--- src/design/rswa_pkg.sv ---
// shared types, constants and register indexes for the range sensor window average
package rswa_pkg;

    // distance and magnetic sample width
    localparam int DATA_W = 16;

    // default number of samples in each distance window
    localparam int WINDOW_DEPTH_DEF = 8;

    // configuration port
    localparam int CFG_IDX_W = 1;

    typedef logic [DATA_W-1:0]    t_data;
    typedef logic [CFG_IDX_W-1:0] t_cfg_idx;

    // register indexes
    localparam t_cfg_idx REG_CLAMP_TOP    = 1'd0;
    localparam t_cfg_idx REG_CLAMP_BOTTOM = 1'd1;

    // register reset values
    localparam t_data CLAMP_TOP_RST    = 16'd4000;
    localparam t_data CLAMP_BOTTOM_RST = 16'd20;

endpackage

--- src/design/rswa_cell.sv ---
// one window cell: holds a clamped sample and passes it to the next cell
module rswa_cell
    import rswa_pkg::*;
(
    input  logic  i_clk,
    input  logic  i_rst_n,
    input  logic  i_shift,
    input  t_data i_d,
    output t_data o_q
);

    t_data r_q;

    // sample moves one cell down on each accepted transfer
    always_ff @(posedge i_clk) begin
        if (!i_rst_n) begin
            r_q <= '0;
        end else if (i_shift) begin
            r_q <= i_d;
        end
    end

    assign o_q = r_q;

endmodule

--- src/design/rswa_window.sv ---
// row of window cells for one distance channel with its running sum
module rswa_window
    import rswa_pkg::*;
#(
    parameter int DEPTH = WINDOW_DEPTH_DEF,
    parameter int SUM_W = DATA_W + $clog2(DEPTH)
) (
    input  logic             i_clk,
    input  logic             i_rst_n,
    input  logic             i_shift,
    input  t_data            i_sample,
    output logic [SUM_W-1:0] o_sum_next
);

    t_data            w_q [DEPTH];
    logic [SUM_W-1:0] r_sum;
    logic [SUM_W-1:0] n_sum;

    // chain of cells, newest sample enters at cell zero
    for (genvar k = 0; k < DEPTH; k++) begin : g_cell
        if (k == 0) begin : g_head
            rswa_cell u_cell (
                .i_clk   (i_clk),
                .i_rst_n (i_rst_n),
                .i_shift (i_shift),
                .i_d     (i_sample),
                .o_q     (w_q[k])
            );
        end else begin : g_body
            rswa_cell u_cell (
                .i_clk   (i_clk),
                .i_rst_n (i_rst_n),
                .i_shift (i_shift),
                .i_d     (w_q[k-1]),
                .o_q     (w_q[k])
            );
        end
    end

    // running sum: add the new sample, drop the one leaving the last cell
    assign n_sum = r_sum + SUM_W'(i_sample) - SUM_W'(w_q[DEPTH-1]);

    always_ff @(posedge i_clk) begin
        if (!i_rst_n) begin
            r_sum <= '0;
        end else if (i_shift) begin
            r_sum <= n_sum;
        end
    end

    assign o_sum_next = n_sum;

endmodule

--- src/design/rswa_mean.sv ---
// window mean by reciprocal multiply, registered product
module rswa_mean
    import rswa_pkg::*;
#(
    parameter int DEPTH = WINDOW_DEPTH_DEF,
    parameter int SUM_W = DATA_W + $clog2(DEPTH)
) (
    input  logic             i_clk,
    input  logic             i_en,
    input  logic [SUM_W-1:0] i_sum,
    output t_data            o_mean
);

    // floor(x / DEPTH) == (x * ceil(2^S / DEPTH)) >> S for every x below 2^SUM_W
    localparam int          LOG_D  = $clog2(DEPTH);
    localparam int          SHIFT  = SUM_W + LOG_D;
    localparam int          MUL_W  = SUM_W + 1;
    localparam int          PROD_W = SUM_W + MUL_W;
    localparam logic [63:0] K_ONE  = 64'd1 << SHIFT;
    localparam logic [63:0] K_RECIP = (K_ONE + 64'(DEPTH) - 64'd1) / 64'(DEPTH);
    localparam logic [MUL_W-1:0] K_MUL = K_RECIP[MUL_W-1:0];

    logic [PROD_W-1:0] r_prod;

    always_ff @(posedge i_clk) begin
        if (i_en) begin
            r_prod <= PROD_W'(i_sum) * PROD_W'(K_MUL);
        end
    end

    assign o_mean = r_prod[SHIFT +: DATA_W];

endmodule

--- src/design/range_sensor_window_average.sv ---
// top level: clamped distance window average with magnetic line split
//
// Each accepted transfer carries two distances and two magnetic readings and
// yields one result. Distances are clamped to the configured band and shifted
// into a row of WINDOW_DEPTH cells per side; a running sum tracks each row.
// Until WINDOW_DEPTH samples have arrived the clamped value is returned with
// averaged low; from then on the truncated window mean is returned. A new item
// is taken every clock cycle unless o_stall is high. Behind the input transfer,
// one stage registers the running sum, the next registers the
// reciprocal multiply that forms the mean. Configuration writes take effect on
// the next input transfer and have no wait state.
module range_sensor_window_average
    import rswa_pkg::*;
#(
    parameter int WINDOW_DEPTH = WINDOW_DEPTH_DEF
) (
    input  logic     i_clk,
    input  logic     i_rst_n,
    // configuration write port
    input  logic     i_cfg_we,
    input  t_cfg_idx i_cfg_index,
    input  t_data    i_cfg_data,
    // input channel
    input  logic     i_valid,
    output logic     o_stall,
    input  t_data    i_sonar_left_mm,
    input  t_data    i_sonar_right_mm,
    input  t_data    i_mag_left,
    input  t_data    i_mag_right,
    // output channel
    output logic     o_valid,
    input  logic     i_stall,
    output t_data    o_dist_left_mm,
    output t_data    o_dist_right_mm,
    output logic     o_averaged,
    output t_data    o_mag_left_level,
    output logic     o_mag_left_outside,
    output t_data    o_mag_right_level,
    output logic     o_mag_right_outside
);

    localparam int SUM_W = DATA_W + $clog2(WINDOW_DEPTH);
    localparam int CNT_W = $clog2(WINDOW_DEPTH + 1);
    localparam logic [CNT_W-1:0] K_DEPTH = CNT_W'(WINDOW_DEPTH);

    function automatic t_data clamp_band(input t_data v, input t_data top, input t_data bot);
        t_data c;
        c = v;
        if (c >= top) begin
            c = top;
        end
        if (c <= bot) begin
            c = bot;
        end
        return c;
    endfunction

    function automatic t_data mag_level(input t_data v);
        return v[DATA_W-1] ? t_data'(~v + 1'b1) : v;
    endfunction

    t_data            r_clamp_top;
    t_data            r_clamp_bottom;
    logic [CNT_W-1:0] r_count;
    logic [CNT_W-1:0] n_count;

    logic             w_accept_in;
    logic             w_move12;
    logic             w_s1_ready;
    logic             w_s2_ready;
    t_data            w_clamp_l;
    t_data            w_clamp_r;
    logic [SUM_W-1:0] w_sum_l;
    logic [SUM_W-1:0] w_sum_r;
    t_data            w_mean_l;
    t_data            w_mean_r;

    // stage one
    logic             r_v1;
    logic [SUM_W-1:0] r_s1_sum_l;
    logic [SUM_W-1:0] r_s1_sum_r;
    t_data            r_s1_clamp_l;
    t_data            r_s1_clamp_r;
    logic             r_s1_avg;
    t_data            r_s1_mag_l;
    t_data            r_s1_mag_r;
    logic             r_s1_out_l;
    logic             r_s1_out_r;

    // stage two (output register)
    logic             r_v2;
    t_data            r_s2_clamp_l;
    t_data            r_s2_clamp_r;
    logic             r_s2_avg;
    t_data            r_s2_mag_l;
    t_data            r_s2_mag_r;
    logic             r_s2_out_l;
    logic             r_s2_out_r;

    // configuration registers
    always_ff @(posedge i_clk) begin
        if (!i_rst_n) begin
            r_clamp_top    <= CLAMP_TOP_RST;
            r_clamp_bottom <= CLAMP_BOTTOM_RST;
        end else if (i_cfg_we) begin
            case (i_cfg_index)
                REG_CLAMP_TOP:    r_clamp_top    <= i_cfg_data;
                REG_CLAMP_BOTTOM: r_clamp_bottom <= i_cfg_data;
                default: ;
            endcase
        end
    end

    // pipeline flow control
    assign w_s2_ready  = !r_v2 || !i_stall;
    assign w_s1_ready  = !r_v1 || w_s2_ready;
    assign w_move12    = r_v1 && w_s2_ready;
    assign o_stall     = !w_s1_ready;
    assign w_accept_in = i_valid && w_s1_ready;

    // clamp both distances
    assign w_clamp_l = clamp_band(i_sonar_left_mm, r_clamp_top, r_clamp_bottom);
    assign w_clamp_r = clamp_band(i_sonar_right_mm, r_clamp_top, r_clamp_bottom);

    // sample count saturates at the window depth
    assign n_count = (r_count == K_DEPTH) ? r_count : r_count + 1'b1;

    always_ff @(posedge i_clk) begin
        if (!i_rst_n) begin
            r_count <= '0;
        end else if (w_accept_in) begin
            r_count <= n_count;
        end
    end

    // window rows
    rswa_window #(
        .DEPTH (WINDOW_DEPTH),
        .SUM_W (SUM_W)
    ) u_window_l (
        .i_clk      (i_clk),
        .i_rst_n    (i_rst_n),
        .i_shift    (w_accept_in),
        .i_sample   (w_clamp_l),
        .o_sum_next (w_sum_l)
    );

    rswa_window #(
        .DEPTH (WINDOW_DEPTH),
        .SUM_W (SUM_W)
    ) u_window_r (
        .i_clk      (i_clk),
        .i_rst_n    (i_rst_n),
        .i_shift    (w_accept_in),
        .i_sample   (w_clamp_r),
        .o_sum_next (w_sum_r)
    );

    // stage one valid
    always_ff @(posedge i_clk) begin
        if (!i_rst_n) begin
            r_v1 <= 1'b0;
        end else if (w_accept_in) begin
            r_v1 <= 1'b1;
        end else if (w_move12) begin
            r_v1 <= 1'b0;
        end
    end

    // stage one payload
    always_ff @(posedge i_clk) begin
        if (w_accept_in) begin
            r_s1_sum_l   <= w_sum_l;
            r_s1_sum_r   <= w_sum_r;
            r_s1_clamp_l <= w_clamp_l;
            r_s1_clamp_r <= w_clamp_r;
            r_s1_avg     <= (n_count == K_DEPTH);
            r_s1_mag_l   <= mag_level(i_mag_left);
            r_s1_mag_r   <= mag_level(i_mag_right);
            r_s1_out_l   <= i_mag_left[DATA_W-1];
            r_s1_out_r   <= i_mag_right[DATA_W-1];
        end
    end

    // mean units register their product alongside the output register
    rswa_mean #(
        .DEPTH (WINDOW_DEPTH),
        .SUM_W (SUM_W)
    ) u_mean_l (
        .i_clk  (i_clk),
        .i_en   (w_move12),
        .i_sum  (r_s1_sum_l),
        .o_mean (w_mean_l)
    );

    rswa_mean #(
        .DEPTH (WINDOW_DEPTH),
        .SUM_W (SUM_W)
    ) u_mean_r (
        .i_clk  (i_clk),
        .i_en   (w_move12),
        .i_sum  (r_s1_sum_r),
        .o_mean (w_mean_r)
    );

    // stage two valid
    always_ff @(posedge i_clk) begin
        if (!i_rst_n) begin
            r_v2 <= 1'b0;
        end else if (w_move12) begin
            r_v2 <= 1'b1;
        end else if (!i_stall) begin
            r_v2 <= 1'b0;
        end
    end

    // stage two payload
    always_ff @(posedge i_clk) begin
        if (w_move12) begin
            r_s2_clamp_l <= r_s1_clamp_l;
            r_s2_clamp_r <= r_s1_clamp_r;
            r_s2_avg     <= r_s1_avg;
            r_s2_mag_l   <= r_s1_mag_l;
            r_s2_mag_r   <= r_s1_mag_r;
            r_s2_out_l   <= r_s1_out_l;
            r_s2_out_r   <= r_s1_out_r;
        end
    end

    // result fields
    assign o_valid             = r_v2;
    assign o_dist_left_mm      = r_s2_avg ? w_mean_l : r_s2_clamp_l;
    assign o_dist_right_mm     = r_s2_avg ? w_mean_r : r_s2_clamp_r;
    assign o_averaged          = r_s2_avg;
    assign o_mag_left_level    = r_s2_mag_l;
    assign o_mag_left_outside  = r_s2_out_l;
    assign o_mag_right_level   = r_s2_mag_r;
    assign o_mag_right_outside = r_s2_out_r;

endmodule

--- config.mk ---
export PLATFORM = sky130hd
export DESIGN_NAME = range_sensor_window_average
export DESIGN_NICKNAME = d
export VERILOG_FILES = /design/src/design/rswa_pkg.sv /design/src/design/rswa_cell.sv /design/src/design/rswa_window.sv /design/src/design/rswa_mean.sv /design/src/design/range_sensor_window_average.sv
export SDC_FILE = /design/constraint.sdc
export NUM_CORES = 1
export LEC_CHECK = 0
export ABC_AREA = 1
export BUFFER_PORTS_ARGS = -buffer_cell sky130_fd_sc_hd__buf_2
export CORE_ASPECT_RATIO = 1.75
export CORE_MARGIN = 2
export CORE_UTILIZATION = 45
export CTS_CLUSTER_SIZE = 8
export DETAILED_ROUTE_END_ITERATION = 6
export PLACE_DENSITY = 0.68
export SKIP_LAST_GASP = 1
export SLEW_MARGIN = 0
export SYNTH_ARGS = -nofsm -noshare
export SYNTH_HDL_FRONTEND = slang
export SYNTH_SLANG_ARGS = --single-unit
--- constraint.sdc ---
create_clock -name i_clk -period 6.95 [get_ports i_clk]
set_input_delay 0.695 -clock i_clk [delete_from_list [all_inputs] [get_ports i_clk]]
set_output_delay 0.695 -clock i_clk [all_outputs]
set_load 0.03 [all_outputs]
# --- Word level (Yosys, flattened, before mapping) ---
# Cells that the tools add are included.
op_classes:
  addsub: 7
  magnitude_cmp: 4
  n_eq_ne: 3
  muxes: 13
  n_bitwise: 3
  n_reduce_logical: 11
op_table:
  columns: ["op", "count"]
  rows:
  - ["$mux 16", 6]
  - ["$add 19x16->19", 2]
  - ["$sub 19x16->19", 2]
  - ["$add 16x1->16 const B", 2]
  - ["$ge 16x16->1", 2]
  - ["$le 16x16->1", 2]
  - ["$not 16->16", 2]
  - ["$mux 15", 2]
  - ["$eq 4x4->1 const B", 2]
  - ["$add 4x1->4 const B", 1]
  - ["$logic_not 1->1", 4]
  - ["$mux 1", 4]
  - ["$mux 4", 1]
  - ["$reduce_and 2->1", 2]
  - ["$logic_and 1x1->1", 2]
  - ["$logic_or 1x1->1", 2]
  - ["$ne 2x1->1 const B", 1]
  - ["$reduce_bool 2->1", 1]
  - ["$not 1->1", 1]
totals:
  regBits: 542
  in_bits: 86
  word_cells: 84

# --- Longest topological paths before layout ---
# Gate-level depths: netlist of the first run.
logic_depth:
  depth_word: 6
  depth_mapped: 42
  mapped_depth_nobuf: 40

# --- By module ---
# Synthesis of the first run repeated with hierarchy kept, for this count alone.
hier_totals:
  hier_cells: 3356
  area_unflattened_um2: 26710.6
by_module_without_submodules:
  columns: ["mod", "n_inst", "cells_each", "area_each_um2", "seq_area_each_um2"]
  rows:
  - ["rswa_cell", 16, 101, 674.4, 320.3]
  - ["range_sensor_window_average", 1, 962, 10277.4, 5925.7]
  - ["rswa_window at u_window_l", 1, 373, 2362.3, 380.4]
  - ["rswa_window at u_window_r", 1, 373, 2319.7, 380.4]
  - ["rswa_mean", 2, 16, 480.5, 480.5]

# --- Worst setup path before layout of the first run ---
# No wires, ideal clock.
synth_timing:
  kind: "input port to flip-flop"
  start: "input port i_stall"
  end: "register r_s2_avg (netlist: o_averaged) (enable)"
  setup_ns: 0.589
  arrival_ns: 5.495
  slack_ns: 0.866
  path_stages: 1
  path_buffers: 0
  cell_sequence: "a21oi_1"
synth_between:
  elab_chain_cells: 3
synth_lines:
  columns: ["item", "line", "source"]
  rows:
  - ["start: declaration", "range_sensor_window_average.sv:32", "input logic i_stall,"]
  - ["$logic_not 1->1", null, null]
  - ["$logic_or 1x1->1", "range_sensor_window_average.sv:115", "assign w_s2_ready = !r_v2 || !i_stall;"]
  - ["$logic_and 1x1->1", "range_sensor_window_average.sv:117", "assign w_move12 = r_v1 && w_s2_ready;"]
  - ["end signal: assignment", "range_sensor_window_average.sv:222", "r_s2_avg <= r_s1_avg;"]
  - ["end: declaration", "range_sensor_window_average.sv:94", "logic r_s2_avg;"]
# Every way passes these cells.
# A chain may end at the register's enable or synchronous reset.

# --- Worst setup path after layout of the first run ---
layout_timing:
  start: "register r_clamp_top[15]"
  end: "register u_window_l.r_sum[17]"
layout_between:
  elab_chain_cells: 6
layout_lines:
  columns: ["item", "line", "source"]
  rows:
  - ["start: declaration", "range_sensor_window_average.sv:62", "t_data r_clamp_top;"]
  - ["start signal: assignment", "range_sensor_window_average.sv:107", "REG_CLAMP_TOP: r_clamp_top <= i_cfg_data;"]
  - ["$ge 16x16->1", "range_sensor_window_average.sv:49", "if (c >= top) begin"]
  - ["$mux 16 *", "range_sensor_window_average.sv:49", null]
  - ["$le 16x16->1", "range_sensor_window_average.sv:52", "if (c <= bot) begin"]
  - ["$mux 16 *", "range_sensor_window_average.sv:52", null]
  - ["named net u_window_l.g_cell[0].g_head.u_cell.i_d[12]", "rswa_cell.sv:8", "input t_data i_d,"]
  - ["$add 19x16->19 *", "rswa_window.sv:41", "assign n_sum = r_sum + SUM_W'(i_sample) - SUM_W'(w_q[DEPTH-1]);"]
  - ["$sub 19x16->19 *", "rswa_window.sv:41", null]
  - ["named net u_window_l.o_sum_next[17]", "rswa_window.sv:12", "output logic [SUM_W-1:0] o_sum_next"]
  - ["end signal: assignment", "rswa_window.sv:47", "r_sum <= n_sum;"]
  - ["end: declaration", "rswa_window.sv:16", "logic [SUM_W-1:0] r_sum;"]
# Mark *: on every way through the listed nets, which the timed path passes. The rest lies on a longest branch.

==> results of run 1 <==
## power breakdown
group	leakage [nW]	switching [mW]	total, mW	internal, mW
registers	4.65	0.199	4.07	3.88
logic	6.70	2.63	3.91	1.28
clock network	1.06	1.36	3.41	2.05
## worst paths after layout
path / end / cells past startpoint
max: u_window_l.r_sum[17] / 28
min: r_s1_mag_r[0] / 1
max reg2reg: u_window_l.r_sum[17] / 28
min reg2reg: o_mag_right_level[9] / 0
## metal layers
metal  GRT usage (%)  vias to the layer above  wire length (um)
li1                -                     9224                 -
met1            23.4                     8714             23900
met2            44.2                      428             34800
met3            3.04                      160              2210
met4            12.5                        0              3470
met5               0                        -                 0
## state kept, by name, summed over array words and instances (netlist names), 19 cells and up
register	flops
u_window_l.g_cell.g_body.u_cell.o_q	112
u_window_r.g_cell.g_body.u_cell.o_q	112
u_window_l.r_sum	19
u_window_r.r_sum	19
## synth_stat cells, drive strengths merged, types with 6 or more instances
cell,n
o21bai,10
buf,60
or2,6
nand2,387
nand4,16
a21oi,196
ha,106
fa,32
xor2,44
nand3,145
o211ai,9
inv,312
nor3,10
edfxtp,198
o21ai,300
mux2,32
dfxtp,332
nor2,453
clkbuf,62
## cells by family (layout without fill, tap and decap cells)
kind of cell               after synthesis  in the layout  share of synthesized area (%)
and+or+nand+nor                       1023           1023                           17.9
AOI/OAI and AO/OA                      534            534                           11.7
DFF                                    530            530                           51.8
buffers and inverters                  437            603                           7.25
adders and majority gates              138            138                           8.09
xor gates and xnor gates                49             49                           1.77
muxes                                   32             32                           1.48
## cell type report
type | count | share of cell area, %
Clock buffer | 115 | 7.42
Multi-Input combinational cell | 1776 | 36.0
Sequential cell | 530 | 45.4
Timing Repair Buffer | 165 | 3.19
Clock inverter | 8 | 0.650
Inverter | 315 | 4.30
Tap cell | 684 | 3.09
## metrics by stage
stage	hold slack [ps]	setup slack [ps]	std cells	cell area, um2
final	276	906	3593	27700
after global routing	266	411	3593	27700
after CTS	248	829	3593	27700
after detailed placement	405	547	3470	25500
after global placement	401	557	3470	25500
after floorplan	400	866	2743	24300
## critical path: cells and delay by family, from the launching register on
family | cells | cell delay (ps)
compound gates | 6 | 1530
fa+ha+maj | 4 | 1450
buf+inv | 3 | 330
flops | 1 | 300
simple gates | 15 | 2320
==> impl_results.md, run 1 <==
* Initial antenna violation count at 0
* Hold_sp: i_mag_right[0]
* HP Class: input port to register
* Main flop type after synthesis: dfxtp_1
* Total track usage at 22.9%
* Post-synth EDFFs at 198
* Worst VDD drop at 0.000236 V
* # IOs at 155
* Core ar. at 0.0534 mm2
* DRT iter0 DRCs at 1022
* FFs w/ async S/R, synth at 0%
* Starting density of the core at 45.5%
* Setup slack, reg-to-reg at 910 ps
* CP most frequent cell: nand2_1
* Vias/cell at 5.16
* Crit path max-delay cell type: a21oi_4
* CTS root buf: clkbuf_16
* # Max-Cap Violations at 0
* Fin crit period at 6040 ps
* Dpl hpwl at 46700 um
* Floorplan die width at 180 um
* Layout cells sized above 1 at 11.6%
* Crit-path max cell delay at 530 ps
* Critical Path RT at 7450 ps
* Final Max Slew Viols at 0
* First-pass GRT wire length at 101000 um
* Die height at 311 um
* Synth Cell Area at 0.0243 mm2
* Clk buf depth at 3
* Grt ovf at 0
* Final hold vios at 0
* Worst slew margin at 28.7%
* FMAX at 165 MHz
* Warnings, synthesis at 0
* CP Capture Type: register
* Hold-fix buffers, CTS at 0
* PD cells at 411 mW/mm2
* R2r startpoint: r_clamp_top[15]
* Final-stage net count at 3088
* Commonest cells after routing, fill and taps aside: 447 x nor2_1, 366 x nand2_1, 332 x dfxtp_1, 302 x inv_1, 246 x o21ai_0
* RSZ-0062 raised after global routing: no
* TritonCTS clock tree: built
* Syn-to-layout area delta at 14.1%
* Final Cycle Share at 87.0%
* Inserted Diodes at 0
* RD Place Congestion at 0.918
* Site Rows at 112
* Via count at 18500
* Synth cell types at 49
* Reg clk slew, reported paths at 50 ps
* Number of global-route vias before repair at 18700
* DIE AREA at 0.0560 mm2
* H-tree depth at 3
* Crit path launch: r_clamp_top[15]
* Num CTS Buffers at 76
* Fill cell count at 4898
* Util after Layout at 51.9%
* Total wire length at 64300 um
* Area leader, netlist: dfxtp_1
* Endpoints failing setup at 0
* DR WL/cell at 17.9 um
* Skew final at 41.3 ps
* Largest net degree at the start of global routing at 140
* Status: finished, final reports clean
* PortBufs at 154
* Crit start category: register
* Critical path class: register to register
* Syn avg cell area at 8.86 um2
* Synth Net Count at 2967
* Multi-input logic area at 0.00997 mm2
* Synth Register Bits at 530
* Worst skew pair latency at 620 ps
* First-pass DRT Iterations at 5
* Commonest non-fill, non-tap cell in the layout: nor2_1
* CTS sink count at 530
* Seq/Total Area, Yosys at 51.8%
* Ranking of synthesized cells by area: dfxtp_1 27%, edfxtp_1 24%, nor2_1 6.9%
* Detail Route Antenna Nets at 0
* Worst-Margin Slew at 1070 ps
* Design Power at 11.4 mW
* Arr. time, crit path at 6550 ps
* Critical Path Fanout Max at 17
* Post_cts resized at 0
* Post-Syn Instances at 2743
* Setup Buffers After CTS at 0
* Leakage at 12.4 nW
* Number of remaining DRC errors at 0
* Setup tns final at 0 ps
* Area taken by flip-flops and latches at 0.0126 mm2
* Post-synth top area share at 27.3%
(Power assumes the default switching activity.)
==> run 2, diff against run 1 <==
Settings changed: REMOVE_ABC_BUFFERS set to 1.
Clock period 6.95 ns to 6.1 ns, I/O delays scaled along.
==> run 2 against run 1 <==
Utilization up 0.19 points. Critical path type unchanged. Sequential power is 14% higher. Via count is 0.74% higher. Fmax up 6.0%. Largest power group unchanged.
==> impl_results.md, run 2 (synthesized netlist as in run 1, its figures left out) <==
* Vias/cell at 5.16 (about the same)
* Final Cycle Share at 93.4% (was 87.0%)
* Num CTS Buffers at 76 (unchanged)
* Hold-fix buffers, CTS at 0 (unchanged)
* Commonest cells after routing, fill and taps aside: 447 x nor2_1, 366 x nand2_1, 332 x dfxtp_1, 302 x inv_1, 246 x o21ai_0 (unchanged)
* PortBufs at 154 (unchanged)
* Final hold vios at 0 (unchanged)
* RD Place Congestion at 0.895 (was 0.918)
* Final-stage net count at 3105 (was 3088)
* Leakage at 12.5 nW (was 12.4 nW)
* Worst VDD drop at 0.000214 V (was 0.000236 V)
* Final Max Slew Viols at 0 (unchanged)
* Fill cell count at 4933 (was 4898)
* DIE AREA at 0.0560 mm2 (unchanged)
* Via count at 18700 (was 18500)
* Critical path class: register to register (unchanged)
* Crit start category: register (unchanged)
* Initial antenna violation count at 10 (was 0)
* Worst-Margin Slew at 1010 ps (was 1070 ps)
* DRT iter0 DRCs at 1173 (was 1022)
* Total track usage at 20.9% (was 22.9%)
* Critical path's top delay family: simple AND/OR/NAND/NOR gates (unchanged)
* Die height at 311 um (unchanged)
* HP Class: input port to register (unchanged)
* Core ar. at 0.0534 mm2 (unchanged)
* Worst skew pair latency at 600 ps (was 620 ps)
* RSZ-0062 raised after global routing: yes (was no)
* Util after Layout at 52.1% (was 51.9%)
* Total wire length at 59500 um (was 64300 um)
* Fin crit period at 5700 ps (was 6040 ps)
* PD cells at 464 mW/mm2 (was 411 mW/mm2)
* First-pass DRT Iterations at 5 (unchanged)
* Syn-to-layout area delta at 14.6% (was 14.1%)
* Crit path max-delay cell type: fa_1 (was a21oi_4)
* Endpoints failing setup at 0 (unchanged)
* CP most frequent cell: nand2_1 (unchanged)
* Placed insts at 3475 (was 3470)
* Detail Route Antenna Nets at 0 (unchanged)
* Site Rows at 112 (unchanged)
* Status: finished, final reports clean (unchanged)
* CP Capture Type: register (unchanged)
* Reg clk slew, reported paths at 50 ps (about the same)
* CP Buf/Inv Count at 5 (was 3)
* Number of remaining DRC errors at 0 (unchanged)
* Skew final at 23.5 ps (was 41.3 ps)
* Hold slack at 213 ps (was 276 ps)
* # IOs at 155 (unchanged)
* Arr. time, crit path at 6230 ps (was 6550 ps)
* Non-Filler Instances at 3614 (was 3593)
* Clk buf depth at 3 (unchanged)
* Dpl hpwl at 41100 um (was 46700 um)
* Worst slew margin at 32.5% (was 28.7%)
* Critical Path Fanout Max at 17 (unchanged)
* # Max-Cap Violations at 0 (unchanged)
* DR WL/cell at 16.5 um (was 17.9 um)
* Critical Path RT at 6630 ps (was 7450 ps)
* Largest net degree at the start of global routing at 183 (was 140)
* Grt ovf at 0 (unchanged)
* H-tree depth at 3 (unchanged)
* Layout cells sized above 1 at 12.0% (was 11.6%)
* Starting density of the core at 45.5% (unchanged)
* FMAX at 175 MHz (was 165 MHz)
* Crit-path max cell delay at 540 ps (was 530 ps)
* First-pass GRT wire length at 94800 um (was 101000 um)
* CTS root buf: clkbuf_16 (unchanged)
* Floorplan die width at 180 um (unchanged)
* Number of global-route vias before repair at 18400 (was 18700)
* Commonest non-fill, non-tap cell in the layout: nor2_1 (unchanged)
* TritonCTS clock tree: built (unchanged)
* CTS sink count at 530 (unchanged)
==> run 2: final timing paths <==
| check | startpoint | endpoint | slack [ps] | cells past startpoint |
|---|---|---|---|---|
| worst min-delay path | i_mag_right[0] | r_s1_mag_r[0] | 210 | 1 |
| worst max-delay path | r_clamp_top[15] | u_window_l.r_sum[8] | 400 | 28 |
| worst max register to register | r_clamp_top[15] | u_window_l.r_sum[8] | 400 | 28 |
| worst min register to register | r_s1_clamp_r[4] | r_s2_clamp_r[4] | 410 | 0 |
==> run 2: area by class of cell <==
cell class	count	area (um2)	share of cell area, %
inverters	315	1190	4.28
multi-input cells	1776	9980	35.9
clock inverters	5	58.8	0.211
flip-flops and latches	530	12600	45.2
clock buffers	119	2120	7.60
repair buffers	182	1040	3.73
diodes	3	7.51	0.0270
well taps	684	856	3.07
==> run 2: repair_timing <==
| item | CTS | global route |
|---|---|---|
| endpoints found under the setup margin | 0 | 17 |
| buffers inserted | 0 | 12 |
| gates resized for setup | 0 | 1 |
| hold endpoints to repair | 0 | 0 |
==> run 2: report_power, final <==
group          internal, mW  leakage [nW]  total (mW)  switching [mW]
Sequential             4.42          4.65        4.64           0.221
Clock                  2.36          1.05        3.85            1.49
Combinational          1.51          6.79        4.42            2.91
Total                  8.29          12.5        12.9            4.62
==> run 2: metal layers <==
metal / share of wire [%] / up-vias / wire, um / track usage [%]
met1: 42 / 8854 / 24700 / 25.2
met2: 51 / 422 / 30400 / 37.5
met5: 0.11 / - / 67 / 0
li1: - / 9268 / - / -
met3: 4.6 / 109 / 2740 / 3.76
met4: 2.6 / 10 / 1560 / 7.21
==> run 2: stage by stage <==
stage               worst slack (ps)  instance area, um2  setup TNS (ps)  power (mW)
floorplan                      -2020               23700         -643030        7.75
global placement                 157               25500               0        8.99
detailed placement              86.0               25500               0        9.06
CTS                              288               27700               0        13.0
global route                   -55.5               27800           -83.9        13.8
finish                           401               27800               0        12.9
